===== config.mk =====
export PLATFORM = sky130hd
export DESIGN_NAME = gate_passage_sensor_tracker_core
export DESIGN_NICKNAME = d
export VERILOG_FILES = /design/src/hw/rtl/gpst_pkg.sv /design/src/hw/rtl/gpst_step.sv /design/src/hw/rtl/gate_passage_sensor_tracker_core.sv
export SDC_FILE = /design/constraint.sdc
export NUM_CORES = 1
export LEC_CHECK = 0
export BUFFER_PORTS_ARGS = -buffer_cell sky130_fd_sc_hd__buf_2
export CAP_MARGIN = 20
export CORE_AREA = 5 5 67 69
export CTS_CLUSTER_DIAMETER = 30
export CTS_CLUSTER_SIZE = 25
export DETAILED_ROUTE_END_ITERATION = 12
export DIE_AREA = 0 0 72 74
export GPL_ROUTABILITY_DRIVEN = 0
export PLACE_DENSITY_LB_ADDON = 0.25
export RECOVER_POWER = 100
export SYNTH_ARGS = -nofsm -noshare
export SYNTH_HDL_FRONTEND = slang
export SYNTH_HIERARCHICAL = 1
export SYNTH_SLANG_ARGS = --single-unit

===== constraint.sdc =====
create_clock -name i_clk -period 1.7 [get_ports i_clk]
set_input_delay 0.085 -clock i_clk [delete_from_list [all_inputs] [get_ports i_clk]]
set_output_delay 0.085 -clock i_clk [all_outputs]
set_load 0.1 [all_outputs]

===== src/hw/rtl/gpst_pkg.sv =====
// Package for the gate passage sensor tracker: payload structs, state struct
// and the status, mode and mask codes. No dependencies.
`timescale 1ns / 1ps

package gpst_pkg;

    // status codes
    localparam logic [2:0] ST_NONE       = 3'd0;
    localparam logic [2:0] ST_BOTH       = 3'd1;
    localparam logic [2:0] ST_ALARM_EXIT = 3'd2;
    localparam logic [2:0] ST_ALARM_ENTR = 3'd3;
    localparam logic [2:0] ST_ALARM_MID  = 3'd4;
    localparam logic [2:0] ST_PASS_WAIT  = 3'd5;
    localparam logic [2:0] ST_PASS_OK    = 3'd6;

    // mode / task codes
    localparam logic [1:0] MD_IDLE  = 2'd0;
    localparam logic [1:0] MD_ENTR  = 2'd1;
    localparam logic [1:0] MD_EXIT  = 2'd2;
    localparam logic [1:0] MD_ALARM = 2'd3;

    // request types
    localparam logic REQ_TICK = 1'b0;
    localparam logic REQ_SET  = 1'b1;

    // beam masks
    localparam logic [3:0] FULL_MASK = 4'hF;
    localparam logic [3:0] OUT_ONLY  = 4'h8;
    localparam logic [3:0] IN_ONLY   = 4'h1;
    localparam logic [3:0] NO_BEAMS  = 4'h0;

    typedef struct packed {
        logic       req_type;
        logic [3:0] sensor_levels;
        logic [1:0] new_mode;
    } t_in_item;

    typedef struct packed {
        logic [2:0] status;
        logic [1:0] mode_now;
    } t_out_item;

    typedef struct packed {
        logic [1:0] active_task;
        logic       entry_done;
        logic       pass_step;
        logic [3:0] seen_mask;
        logic [2:0] status;
        logic [1:0] mode;
    } t_state;

    localparam t_state STATE_RESET = '{
        active_task: MD_IDLE,
        entry_done:  1'b0,
        pass_step:   1'b0,
        seen_mask:   NO_BEAMS,
        status:      ST_NONE,
        mode:        MD_IDLE
    };

endpackage


===== src/hw/rtl/gpst_step.sv =====
// Next-state logic of the tracker for one transaction: set command, passage
// tracking (entrance/exit) and alarm classification. Uses gpst_pkg.
`timescale 1ns / 1ps

module gpst_step
    import gpst_pkg::*;
(
    input  t_state   i_state,
    input  t_in_item i_item,
    output t_state   o_state
);

    logic [3:0] beams;
    logic [3:0] wrong_first;
    logic [2:0] wrong_status;
    t_state     s;

    // beams are interrupted when their level is low
    assign beams = ~i_item.sensor_levels;

    // entrance guards against an out-only start, exit against an in-only start
    assign wrong_first  = (i_state.active_task == MD_ENTR) ? OUT_ONLY : IN_ONLY;
    assign wrong_status = (i_state.active_task == MD_ENTR) ? ST_ALARM_EXIT : ST_ALARM_ENTR;

    always_comb begin
        s = i_state;
        if (i_item.req_type == REQ_SET) begin
            // restart the selected mode
            s.mode        = i_item.new_mode;
            s.active_task = i_item.new_mode;
            s.entry_done  = 1'b0;
        end else begin
            unique case (i_state.active_task)
                MD_ENTR, MD_EXIT: begin
                    if (!s.entry_done) begin
                        s.entry_done = 1'b1;
                        s.pass_step  = 1'b0;
                        s.seen_mask  = NO_BEAMS;
                        s.status     = ST_PASS_WAIT;
                        s.mode       = i_state.active_task;
                    end
                    if (!s.pass_step) begin
                        // collect beams unless the wrong side came first
                        if (s.seen_mask == wrong_first) begin
                            s.status = wrong_status;
                        end else begin
                            s.seen_mask = s.seen_mask | beams;
                            s.status    = ST_PASS_WAIT;
                        end
                        if (s.seen_mask == FULL_MASK) begin
                            s.pass_step = 1'b1;
                        end
                    end else if (beams == NO_BEAMS) begin
                        // all clear: report and fall back to idle
                        s.status      = ST_PASS_OK;
                        s.active_task = MD_IDLE;
                        s.entry_done  = 1'b0;
                    end
                end
                MD_ALARM: begin
                    if (!s.entry_done) begin
                        s.entry_done = 1'b1;
                        s.pass_step  = 1'b0;
                        s.mode       = MD_ALARM;
                    end
                    // classify the beams interrupted right now
                    if (beams == NO_BEAMS) begin
                        s.status = ST_NONE;
                    end else if (beams[3] && beams[0]) begin
                        s.status = ST_BOTH;
                    end else if (beams[3]) begin
                        s.status = ST_ALARM_EXIT;
                    end else if (beams[0]) begin
                        s.status = ST_ALARM_ENTR;
                    end else begin
                        s.status = ST_ALARM_MID;
                    end
                end
                MD_IDLE: begin
                    if (!s.entry_done) begin
                        s.entry_done = 1'b1;
                        s.pass_step  = 1'b0;
                        s.mode       = MD_IDLE;
                    end
                end
            endcase
        end
    end

    assign o_state = s;

endmodule


===== src/hw/rtl/gate_passage_sensor_tracker_core.sv =====
// Top level of the gate passage sensor tracker: input register, state
// register and result register around gpst_step. Uses gpst_pkg.
//
// Usage:
//   Input channel (i_in_valid / o_in_ready / i_in_data) carries sensor ticks
//   and set-mode commands. Output channel (o_out_valid / i_out_ready /
//   o_out_data) returns one result per input transaction: the status and the
//   reported mode after that transaction.
//   Path: a result reaches the output through the input register, then the
//   result register; a stalled output can hold a transaction in the input
//   register before it moves on.
//   Throughput: one transaction per cycle unless the output stalls; the state
//   update is a single short logic step between input and state registers.
//   Stall: while the receiver holds i_out_ready low, the result register
//   holds and one more transaction may sit in the input register; then
//   o_in_ready drops until the result is taken.
//   Reset (i_rst_n low, synchronous): both registers empty, mode idle,
//   status none, seen mask clear.
`timescale 1ns / 1ps

module gate_passage_sensor_tracker_core
    import gpst_pkg::*;
(
    input  logic      i_clk,
    input  logic      i_rst_n,
    input  logic      i_in_valid,
    output logic      o_in_ready,
    input  t_in_item  i_in_data,
    output logic      o_out_valid,
    input  logic      i_out_ready,
    output t_out_item o_out_data
);

    logic      r_in_valid;
    t_in_item  r_in_data;
    t_state    r_state;
    t_state    n_state;
    logic      r_out_valid;
    t_out_item r_out_data;
    logic      advance;

    // move the held transaction forward when the result slot is free
    assign advance    = r_in_valid && (!r_out_valid || i_out_ready);
    assign o_in_ready = !r_in_valid || advance;

    // capture the incoming transaction
    always_ff @(posedge i_clk) begin
        if (!i_rst_n) begin
            r_in_valid <= 1'b0;
        end else if (o_in_ready) begin
            r_in_valid <= i_in_valid;
        end
        if (o_in_ready && i_in_valid) begin
            r_in_data <= i_in_data;
        end
    end

    gpst_step u_step (
        .i_state (r_state),
        .i_item  (r_in_data),
        .o_state (n_state)
    );

    // update tracker state with each processed transaction
    always_ff @(posedge i_clk) begin
        if (!i_rst_n) begin
            r_state <= STATE_RESET;
        end else if (advance) begin
            r_state <= n_state;
        end
    end

    // hold the result until the receiver takes it
    always_ff @(posedge i_clk) begin
        if (!i_rst_n) begin
            r_out_valid <= 1'b0;
        end else if (advance) begin
            r_out_valid <= 1'b1;
        end else if (i_out_ready) begin
            r_out_valid <= 1'b0;
        end
        if (advance) begin
            r_out_data.status   <= n_state.status;
            r_out_data.mode_now <= n_state.mode;
        end
    end

    assign o_out_valid = r_out_valid;
    assign o_out_data  = r_out_data;

endmodule


==> results of run 1 <==
-- metal layers --
layer	wire length, um	part of all wire, %	global-route usage, %	vias up
met5	0	0	0	-
met2	1421	49	21.02	30
met1	1315	45	14.56	540
met3	123	4.2	2.027	5
li1	-	-	-	578
met4	61	2.1	5.637	0
-- worst paths after layout --
check	from	end
hold reg to reg	r_state[0]	r_state[0]
setup reg to reg	r_state[12]	r_state[5]
hold / removal	i_in_valid	r_in_valid
setup / recovery	r_state[12]	r_state[5]
-- cell families after synthesis --
group / after synthesis
DFF: 27
adders and majority gates: 6
buffers and inverters: 11
AOI/OAI and AO/OA: 35
muxes: 14
and+or+nand+nor: 51
-- flip-flops by register name, indices dropped and copies added (netlist names) --
| signal | count |
|---|---|
| o_out_data | 5 |
| o_out_valid | 1 |
| r_in_data | 7 |
| r_state | 13 |
| r_in_valid | 1 |
-- layout by cell type (no fill, tap or decap), types with 2 or more instances in the layout --
cell type | netlist | final
sky130_fd_sc_hd__a21o_1 | 4 | 4
sky130_fd_sc_hd__a21oi_1 | 8 | 7
sky130_fd_sc_hd__a22o_1 | 5 | 5
sky130_fd_sc_hd__buf_2 | 5 | 10
sky130_fd_sc_hd__buf_4 | 0 | 8
sky130_fd_sc_hd__clkbuf_1 | 0 | 2
sky130_fd_sc_hd__clkbuf_2 | 0 | 7
sky130_fd_sc_hd__clkbuf_8 | 0 | 3
sky130_fd_sc_hd__dfxtp_1 | 15 | 13
sky130_fd_sc_hd__dlygate4sd3_1 | 0 | 7
sky130_fd_sc_hd__edfxtp_1 | 12 | 12
sky130_fd_sc_hd__ha_1 | 6 | 5
sky130_fd_sc_hd__inv_1 | 4 | 4
sky130_fd_sc_hd__mux2i_1 | 13 | 13
sky130_fd_sc_hd__nand2_1 | 32 | 31
sky130_fd_sc_hd__nand2b_1 | 2 | 2
sky130_fd_sc_hd__nand3_1 | 3 | 3
sky130_fd_sc_hd__nor2_1 | 4 | 4
sky130_fd_sc_hd__nor2b_1 | 1 | 2
sky130_fd_sc_hd__o21a_1 | 3 | 3
sky130_fd_sc_hd__o21ai_0 | 4 | 3
-- final cells by class --
type	count	area [um2]	area share, %
timing repair buffer	33	219.0	12.67
multi-input combinational	106	720.7	41.71
tap	50	62.56	3.621
sequential	27	665.6	38.52
clock buffer	4	45.04	2.607
inverter	4	15.01	0.8689
-- report_power, final --
part,switching [mW],internal (mW)
registers,0.0238,0.706
clock network,0.205,0.169
logic,0.133,0.0784
total,0.362,0.953
-- repair_timing --
item                                    4_1_cts  5_1_grt
hold endpoints to repair                      7        0
endpoints found under the setup margin        0        9
buffers inserted                              0        0
hold buffers                                  7        0
gates resized for setup                       0        5
-- critical path: stages (launching register included) --
cell and delay [ps]:
sky130_fd_sc_hd__dfxtp_2 330, sky130_fd_sc_hd__inv_1 60, sky130_fd_sc_hd__ha_1 190, sky130_fd_sc_hd__and3b_1 170
sky130_fd_sc_hd__o21a_1 210, sky130_fd_sc_hd__a21o_1 180, sky130_fd_sc_hd__o31ai_1 200, sky130_fd_sc_hd__nand2_1 80
sky130_fd_sc_hd__mux2i_1 140
-- through the flow --
step,setup TNS [ps],setup slack (ps),power (mW),hold WS [ps],cells
2_1_floorplan,0,58.12,0.9003,183.9,144
3_3_place_gp,0,83.46,0.9384,261.7,213
3_5_place_dp,0,46.05,0.9443,263.1,213
4_1_cts,0,19.27,1.318,58.55,224
5_1_grt,-22.37,-18.64,1.370,71.93,224
6_report,0,82.00,1.315,54.01,224
==> flow_summary.toml, run 1 <==
[run_status]
outcome = "finished, final reports clean"

[sta]
finalClockSkew_ps = 3.053
drv_slew = 0
timing_hold_violations_final = 0
grt_setup_unrepaired = "yes"
setup-violations-final = 0
period_minus_slack_ps = 1618
fmaxAchievable_mhz = 618.0
relSlewSlack_pct = 63.86
max_slew.worst_pin.slew_ps = 544.4
final.period_utilization_pct = 95.18

[critical_path]
nature_of_the_critical_path_endpoint = "flop"
worst-r2r-setup-slack_ps = 80
worst-r2r-cell-count = 8
timing_worst_setup_path_type = "flop to flop"
worstPathMaxFanout = 4
cp_data_required_time_ps = 1920
crit_arrival_ps = 1830
startpoint_type = "flop"

[global_route]
grt_antenna_before_repair = 0
globalRoute.totalOverflow = 0
first_pass_grt_wire_length_um = 4954
grt_pass1_vias = 1138
grt_max_degree = 29
global_route.usage.total_pct = 12.05

[synthesis]
synth_simple_gate_area_share_pct = 17.10
synth_cell_types = 38
synth.avg_cell_area_um2 = 10.01
number_of_enable_flip_flop_cells_after_synthesis = 12
synth.mux.area_fraction_pct = 9.809
yosysSeqAreaShare_pct = 45.83
largest_family_of_logic_cells_by_synthesized_area = "compound AO/OA/AOI/OAI gates"
post-synth-top-count-cell = "sky130_fd_sc_hd__nand2_1"
synthCells = 144
yosysTopAreaCellShare_pct = 25.00
yosysWarnings = 6
synth_xor_area_share_pct = 0
flip_flop_and_latch_count_after_synthesis = 27
synth-compound-area-share_pct = 17.10
synthesis.area_um2 = 1441
ys_top_cells_by_area = "sky130_fd_sc_hd__edfxtp_1 25%, sky130_fd_sc_hd__dfxtp_1 21%, sky130_fd_sc_hd__mux2i_1 9.0%"
yosys.area.top_type = "sky130_fd_sc_hd__edfxtp_1"
synth_net_count = 161
netlist_top_cells_count = "32 x sky130_fd_sc_hd__nand2_1, 15 x sky130_fd_sc_hd__dfxtp_1, 13 x sky130_fd_sc_hd__mux2i_1"
synthFlopType = "sky130_fd_sc_hd__dfxtp_1"
synthAdderAreaFrac_pct = 5.208
async_flop_share_pct = 0

[placed_design]
dp_hpwl_um = 2102
port_buffers = 17
postPlaceCellArea_um2 = 1612

[cells_and_area]
fillerInstances = 392
syn2layout_area_growth_pct = 19.88
final_cell_area_um2 = 1728
final_core_util_pct = 44.81
finalNetCount = 192
drive_gt1_share_pct = 22.41
antenna_cells = 0

[hold_path]
timing.hold.worst_path_depth = 3
min_path_type = "input pin to flop"

[route]
drt_iter0_markers = 66
antenna_left = 0
drc = 0
routed-via-count = 1153
routedWlPerCell_um = 13.04
wirelength_um = 2922
viasPerCell = 5.147
drtPass1Iterations = 4

[pwr]
vdd_ir_drop_max_mv = 0.5228
power_per_cell_area_nw_per_um2 = 761.0
pleak_nw = 0.6809

[floorplan]
io_pins = 18
total_die_area_um2 = 5328
initial_core_util_pct = 37.38
core.rowCount = 23
fp.dieH_um = 74
die_x_um = 72
fp.coreArea_um2 = 3856

[clocking]
cts_buffers = 3
clock_sink_count = 27
cts_root_buf = "sky130_fd_sc_hd__clkbuf_8"
worst_skew_pair.late_latency_ps = 280
clock_path_buffers = 2
worst_setup_hold_path_clk_slew_ps = 90
cts-htree-levels = 1
tritoncts_clock_tree = "yes"

[flow_run]
maxCapViolCount = 0
Note: power is estimated with default switching activity, not from simulation.
==> inputs of run 2 (changes only) <==
--- a/config.mk
+++ b/config.mk
@@ -5,13 +5,15 @@
 export SDC_FILE = /design/constraint.sdc
 export NUM_CORES = 1
 export LEC_CHECK = 0
+export ABC_AREA = 1
+export ABC_CLOCK_PERIOD_IN_PS = 1700
 export BUFFER_PORTS_ARGS = -buffer_cell sky130_fd_sc_hd__buf_2
 export CAP_MARGIN = 20
-export CORE_AREA = 5 5 67 69
+export CORE_AREA = 5 5 70 72
 export CTS_CLUSTER_DIAMETER = 30
 export CTS_CLUSTER_SIZE = 25
 export DETAILED_ROUTE_END_ITERATION = 12
-export DIE_AREA = 0 0 72 74
+export DIE_AREA = 0 0 75 77
 export GPL_ROUTABILITY_DRIVEN = 0
 export PLACE_DENSITY_LB_ADDON = 0.25
 export RECOVER_POWER = 100
==> constraint.sdc (replaced) <==
create_clock -name i_clk -period 1.7 [get_ports i_clk]
set_input_delay 0.17 -clock i_clk [delete_from_list [all_inputs] [get_ports i_clk]]
set_output_delay 0.17 -clock i_clk [all_outputs]
set_load 0.1 [all_outputs]
==> flow_summary.toml, run 2 <==
[run_status]
outcome = "finished, final reports clean"

[global_route]
global_route.usage.total_pct = 12.20
grt_pass1_vias = 1221
globalRoute.totalOverflow = 0
first_pass_grt_wire_length_um = 5547
grt_antenna_before_repair = 0
grt_max_degree = 28

[flow_run]
maxCapViolCount = 0

[synthesis]
synthFlopType = "sky130_fd_sc_hd__dfxtp_1"
post-synth-top-count-cell = "sky130_fd_sc_hd__inv_1"
synth.avg_cell_area_um2 = 7.815
synthesis.area_um2 = 1618
netlist_top_cells_count = "33 x sky130_fd_sc_hd__inv_1, 31 x sky130_fd_sc_hd__nand2_1, 27 x sky130_fd_sc_hd__nor2_1"
synth_net_count = 224
synthCells = 207
yosysSeqAreaShare_pct = 40.84
number_of_enable_flip_flop_cells_after_synthesis = 12
flip_flop_and_latch_count_after_synthesis = 27
yosysTopAreaCellShare_pct = 22.27
synth_cell_types = 25
ys_top_cells_by_area = "sky130_fd_sc_hd__edfxtp_1 22%, sky130_fd_sc_hd__dfxtp_1 19%, sky130_fd_sc_hd__inv_1 7.7%"
async_flop_share_pct = 0
yosysWarnings = 6
yosys.area.top_type = "sky130_fd_sc_hd__edfxtp_1"

[pwr]
internal_power_mw = 1.018
share_clk_of_total_power_pct = 24.3
register_share_of_total_power_pct = 50.8
netSwitchingFraction_pct = 31.82
total_power_after_layout_mw = 1.493
pwr-share-comb_pct = 24.9
vdd_ir_drop_max_mv = 0.2878
power_switching_mw = 0.4752
power_per_cell_area_nw_per_um2 = 804.3
pleak_nw = 0.8420

[critical_path]
cpPeakStageDelay_ps = 360
critical_path.cell_chain = "inv_1, ha_4, inv_2, nand3_2, nand2_2, o32ai_4, inv_2, nand3_2, nand2_1, nor2_1"
nature_of_the_critical_path_endpoint = "flop"
startpoint_type = "flop"
crit_arrival_ps = 1790
worstPathMaxFanout = 9
timing_worst_setup_path_type = "flop to flop"
cp_data_required_time_ps = 1910
cp_slowest_cell = "sky130_fd_sc_hd__dfxtp_4"

[cells_and_area]
finalNetCount = 247
fillerInstances = 433
largest_register_ffs = 13
sequential_cell_area_um2 = 665.6
syn2layout_area_growth_pct = 14.77
antenna_cells = 0
mostFrequentLayoutCell = "sky130_fd_sc_hd__inv_1"
drive_gt1_share_pct = 24.89
final_cell_mix = "32 x sky130_fd_sc_hd__inv_1, 30 x sky130_fd_sc_hd__nand2_1, 25 x sky130_fd_sc_hd__nor2_1"
top_register = "r_state"
multi_input_comb_area_um2 = 800.8

[clocking]
tritoncts_clock_tree = "yes"
cts_root_buf = "sky130_fd_sc_hd__clkbuf_8"
clock_path_buffers = 2
clock_sink_count = 27
cts_buffers = 3
worst_setup_hold_path_clk_slew_ps = 90
worst_skew_pair.late_latency_ps = 270
cts-htree-levels = 1

[route]
drc = 0
antenna_left = 0
drt_iter0_markers = 31
wirelength_um = 3202
routedWlPerCell_um = 11.40
viasPerCell = 4.790
drtPass1Iterations = 5
routed-via-count = 1346

[sta]
max_slew.worst_pin.slew_ps = 540.7
setup_tns_ps = 0
fmaxAchievable_mhz = 633.5
final.period_utilization_pct = 92.86
finalClockSkew_ps = 7.070
drv_slew = 0
setup-violations-final = 0
worst_slack_ps = 121.4
timing_hold_violations_final = 0
period_minus_slack_ps = 1579
relSlewSlack_pct = 64.11

[placed_design]
port_buffers = 17
detailedPlace.worstSlack_ps = -14.23
dp_hpwl_um = 2417

[floorplan]
fp.dieH_um = 77
io_pins = 18
initial_core_util_pct = 38.21
die_x_um = 75
fp.coreArea_um2 = 4234
total_die_area_um2 = 5775
core.rowCount = 24

[hold_path]
min_path_type = "input pin to flop"
-- run 2: cell families after synthesis --
group | after synthesis | share of synthesized area (%)
simple gates | 88 | 26.76
compound gates | 42 | 14.46
fa+ha+maj | 6 | 4.640
flops | 27 | 40.84
buf+inv | 44 | 13.30
-- run 2: stage by stage --
step / instance area, um2 / util (%) / hold slack, ps / instances
floorplan: 1632 / - / 268.9 / 207
global placement: 1750 / 41.34 / 347.1 / 275
detailed placement: 1750 / 41.34 / 348.1 / 275
CTS: 1810 / 42.76 / 58.76 / 279
global route: 1857 / 43.85 / 51.01 / 281
finish: 1857 / 43.85 / 62.19 / 281
-- run 2: worst max-delay path: cells and delay by family, from the launching register on --
kind	cells	cell delay, ps
AND/OR/NAND/NOR	5	370
AO/OA/AOI/OAI	1	310
adder cells (fa/ha/maj)	1	270
buffers and inverters	3	210
flip-flops	1	360
-- run 2: layer usage --
metal / global-route usage (%) / up-vias / share of wire [%]
li1: - / 718 / -
met1: 15.78 / 605 / 48
met2: 19.43 / 18 / 47
met3: 1.961 / 5 / 2.8
met4: 5.694 / 0 / 2.0
met5: 0 / - / 0
-- run 2: final timing paths --
kind / endpoint / startpoint / depth (start not counted) / slack (ps)
setup / recovery: r_state[0] / r_state[11] / 10 / 120
hold / removal: r_in_data[2] / i_in_data[2] / 1 / 60
setup reg to reg: r_state[0] / r_state[11] / 10 / 120
hold reg to reg: r_state[0] / r_state[0] / 2 / 510
-- run 2: layout make-up --
| cell class | instances | share of cell area (%) |
|---|---|---|
| clock buffer | 4 | 2.426 |
| inverter | 37 | 7.480 |
| multi-input combinational | 136 | 43.13 |
| sequential | 27 | 35.85 |
| tap | 52 | 3.504 |
| timing repair buffer | 25 | 7.615 |
-- run 2: power by group through the flow --
stage          Combinational, mW  Clock, mW  Sequential, mW
6_report                   0.372      0.363           0.759
4_1_cts                    0.349      0.377           0.761
3_5_place_dp               0.341          0           0.776
2_1_floorplan              0.219          0           0.833
3_3_place_gp               0.341          0           0.775
5_1_grt                    0.418      0.409           0.766
-- run 2: what timing repair did --
item	CTS	global route
setup buffers	0	2
gates resized for setup	2	12
setup endpoints to repair	2	14
pin swaps	0	1
hold buffers	0	0
==> inputs of run 3 (changes only) <==
--- a/config.mk
+++ b/config.mk
@@ -10,7 +10,8 @@
 export BUFFER_PORTS_ARGS = -buffer_cell sky130_fd_sc_hd__buf_2
 export CAP_MARGIN = 20
 export CORE_AREA = 5 5 70 72
-export CTS_CLUSTER_DIAMETER = 30
+export CTS_BUF_LIST = sky130_fd_sc_hd__clkbuf_8
+export CTS_CLUSTER_DIAMETER = 100
 export CTS_CLUSTER_SIZE = 25
 export DETAILED_ROUTE_END_ITERATION = 12
 export DIE_AREA = 0 0 75 77
==> flow_summary.toml, run 3 (same netlist as run 2, synthesis figures left out) <==
[run_status]
outcome = "finished, final reports clean"

[cells_and_area]
drive_gt1_share_pct = 24.89
mostFrequentLayoutCell = "sky130_fd_sc_hd__inv_1"
largest_register_ffs = 13
finalNetCount = 247
instances_no_fill = 281
antenna_cells = 0
fillerInstances = 433
syn2layout_area_growth_pct = 14.77
top_register = "r_state"
final_cell_mix = "33 x sky130_fd_sc_hd__inv_1, 30 x sky130_fd_sc_hd__nand2_1, 25 x sky130_fd_sc_hd__nor2_1"

[sta]
timing_hold_violations_final = 0
relSlewSlack_pct = 64.11
fmaxAchievable_mhz = 633.7
period_minus_slack_ps = 1578
setup-violations-final = 0
worst_slack_ps = 121.9
finalClockSkew_ps = 4.707
drv_slew = 0
max_slew.worst_pin.slew_ps = 540.7
final.period_utilization_pct = 92.83

[route]
wirelength_um = 3188
antenna_left = 0
routedWlPerCell_um = 11.35
viasPerCell = 4.772
routed-via-count = 1341
drc = 0
drt_iter0_markers = 30
drtPass1Iterations = 4

[hold_path]
hp-start = "i_in_data[2]"
min_to = "r_in_data[2]"
timing.hold.worst_path_depth = 1
min_path_type = "input pin to flop"

[floorplan]
die_x_um = 75
fp.coreArea_um2 = 4234
io_pins = 18
fp.dieH_um = 77
initial_core_util_pct = 38.21
total_die_area_um2 = 5775
core.rowCount = 24

[critical_path]
worst_reg2reg_endpoint = "r_state[0]"
worst-r2r-setup-slack_ps = 120
startpoint_type = "flop"
worst-r2r-cell-count = 10
reg2reg_start = "r_state[11]"
worstPathMaxFanout = 9
crit_arrival_ps = 1790
nature_of_the_critical_path_endpoint = "flop"
cp_data_required_time_ps = 1910
timing_worst_setup_path_type = "flop to flop"

[global_route]
first_pass_grt_wire_length_um = 5547
grt_pass1_vias = 1221
globalRoute.totalOverflow = 0
grt_max_degree = 28
grt_antenna_before_repair = 0
global_route.usage.total_pct = 12.20

[clocking]
cts_root_buf = "sky130_fd_sc_hd__clkbuf_8"
worst_setup_hold_path_clk_slew_ps = 90
cts-htree-levels = 1
cts_buffers = 3
cts_hold_buf = 0
tritoncts_clock_tree = "yes"
clock_sink_count = 27
clock_path_buffers = 2
worst_skew_pair.late_latency_ps = 270

[flow_run]
maxCapViolCount = 0

[placed_design]
dp_hpwl_um = 2417
port_buffers = 17
count_of_placed_standard_cells_including_taps = 275
detailedPlace.worstSlack_ps = -14.23

[pwr]
vdd_ir_drop_max_mv = 0.2878
power_per_cell_area_nw_per_um2 = 799.5
pleak_nw = 0.8462
-- run 3: cell types whose count changed in the layout (fill, tap and decap cells not counted) --
| cell | previous run | this run |
|---|---|---|
| sky130_fd_sc_hd__clkbuf_1 | 2 | 1 |
| sky130_fd_sc_hd__inv_1 | 32 | 33 |
-- run 3: how the worst max path moves through the flow --
stage	slack, ps	startpoint	depth (start not counted)	endpoint
floorplan	50	o_out_valid	3	r_in_data[0]
finish	120	r_state[11]	10	r_state[0]
CTS	30	r_state[11]	10	r_state[6]
global route	-10	r_state[11]	10	r_state[0]
global placement	30	r_state[11]	9	r_state[0]
detailed placement	-10	r_state[11]	9	r_state[0]
-- run 3: where the power goes --
part | switching (mW) | internal (mW)
Combinational | 0.247 | 0.125
Clock | 0.192 | 0.162
Sequential | 0.0332 | 0.726
-- run 3: critical path, cell delays in order, from the launching register on --
cell	delay (ps)
sky130_fd_sc_hd__dfxtp_4	360
sky130_fd_sc_hd__inv_1	80
sky130_fd_sc_hd__ha_4	270
sky130_fd_sc_hd__inv_2	80
sky130_fd_sc_hd__nand3_2	90
sky130_fd_sc_hd__nand2_2	80
sky130_fd_sc_hd__o32ai_4	310
sky130_fd_sc_hd__inv_2	50
sky130_fd_sc_hd__nand3_2	70
sky130_fd_sc_hd__nand2_1	50
sky130_fd_sc_hd__nor2_1	80
-- run 3: final cells by class --
type,count,area (um2),area share [%]
Timing Repair Buffer,25,141.4,7.615
Clock buffer,3,41.29,2.224
Sequential cell,27,665.6,35.85
Clock inverter,1,3.754,0.2022
Multi-Input combinational cell,136,800.8,43.13
Inverter,37,138.9,7.480
Tap cell,52,65.06,3.504
-- run 3: what timing repair did --
action / 4_1_cts / 5_1_grt
resized for setup: 2 / 12
pin swaps: 0 / 1
setup buffers: 0 / 2
endpoints found under the setup margin: 2 / 14
-- run 3: per-layer routing --
metal | vias to the layer above | share of wire (%) | track usage, %
li1 | 718 | - | -
met1 | 600 | 48 | 15.78
met2 | 18 | 48 | 19.43
met3 | 5 | 2.8 | 1.961
met4 | 0 | 2.0 | 5.694
met5 | - | 0 | 0
-- run 3: metrics by stage --
step           setup TNS (ps)  utilization, %  hold WS, ps  total power [mW]  instance area, um2
5_1_grt                -10.68           43.85        51.01             1.587                1857
3_5_place_dp           -14.23           41.34        348.1             1.117                1750
3_3_place_gp                0           41.34        347.1             1.117                1750
6_report                    0           43.85        64.67             1.485                1857
2_1_floorplan               0               -        268.9             1.052                1632
4_1_cts                     0           42.76        57.00             1.483                1810
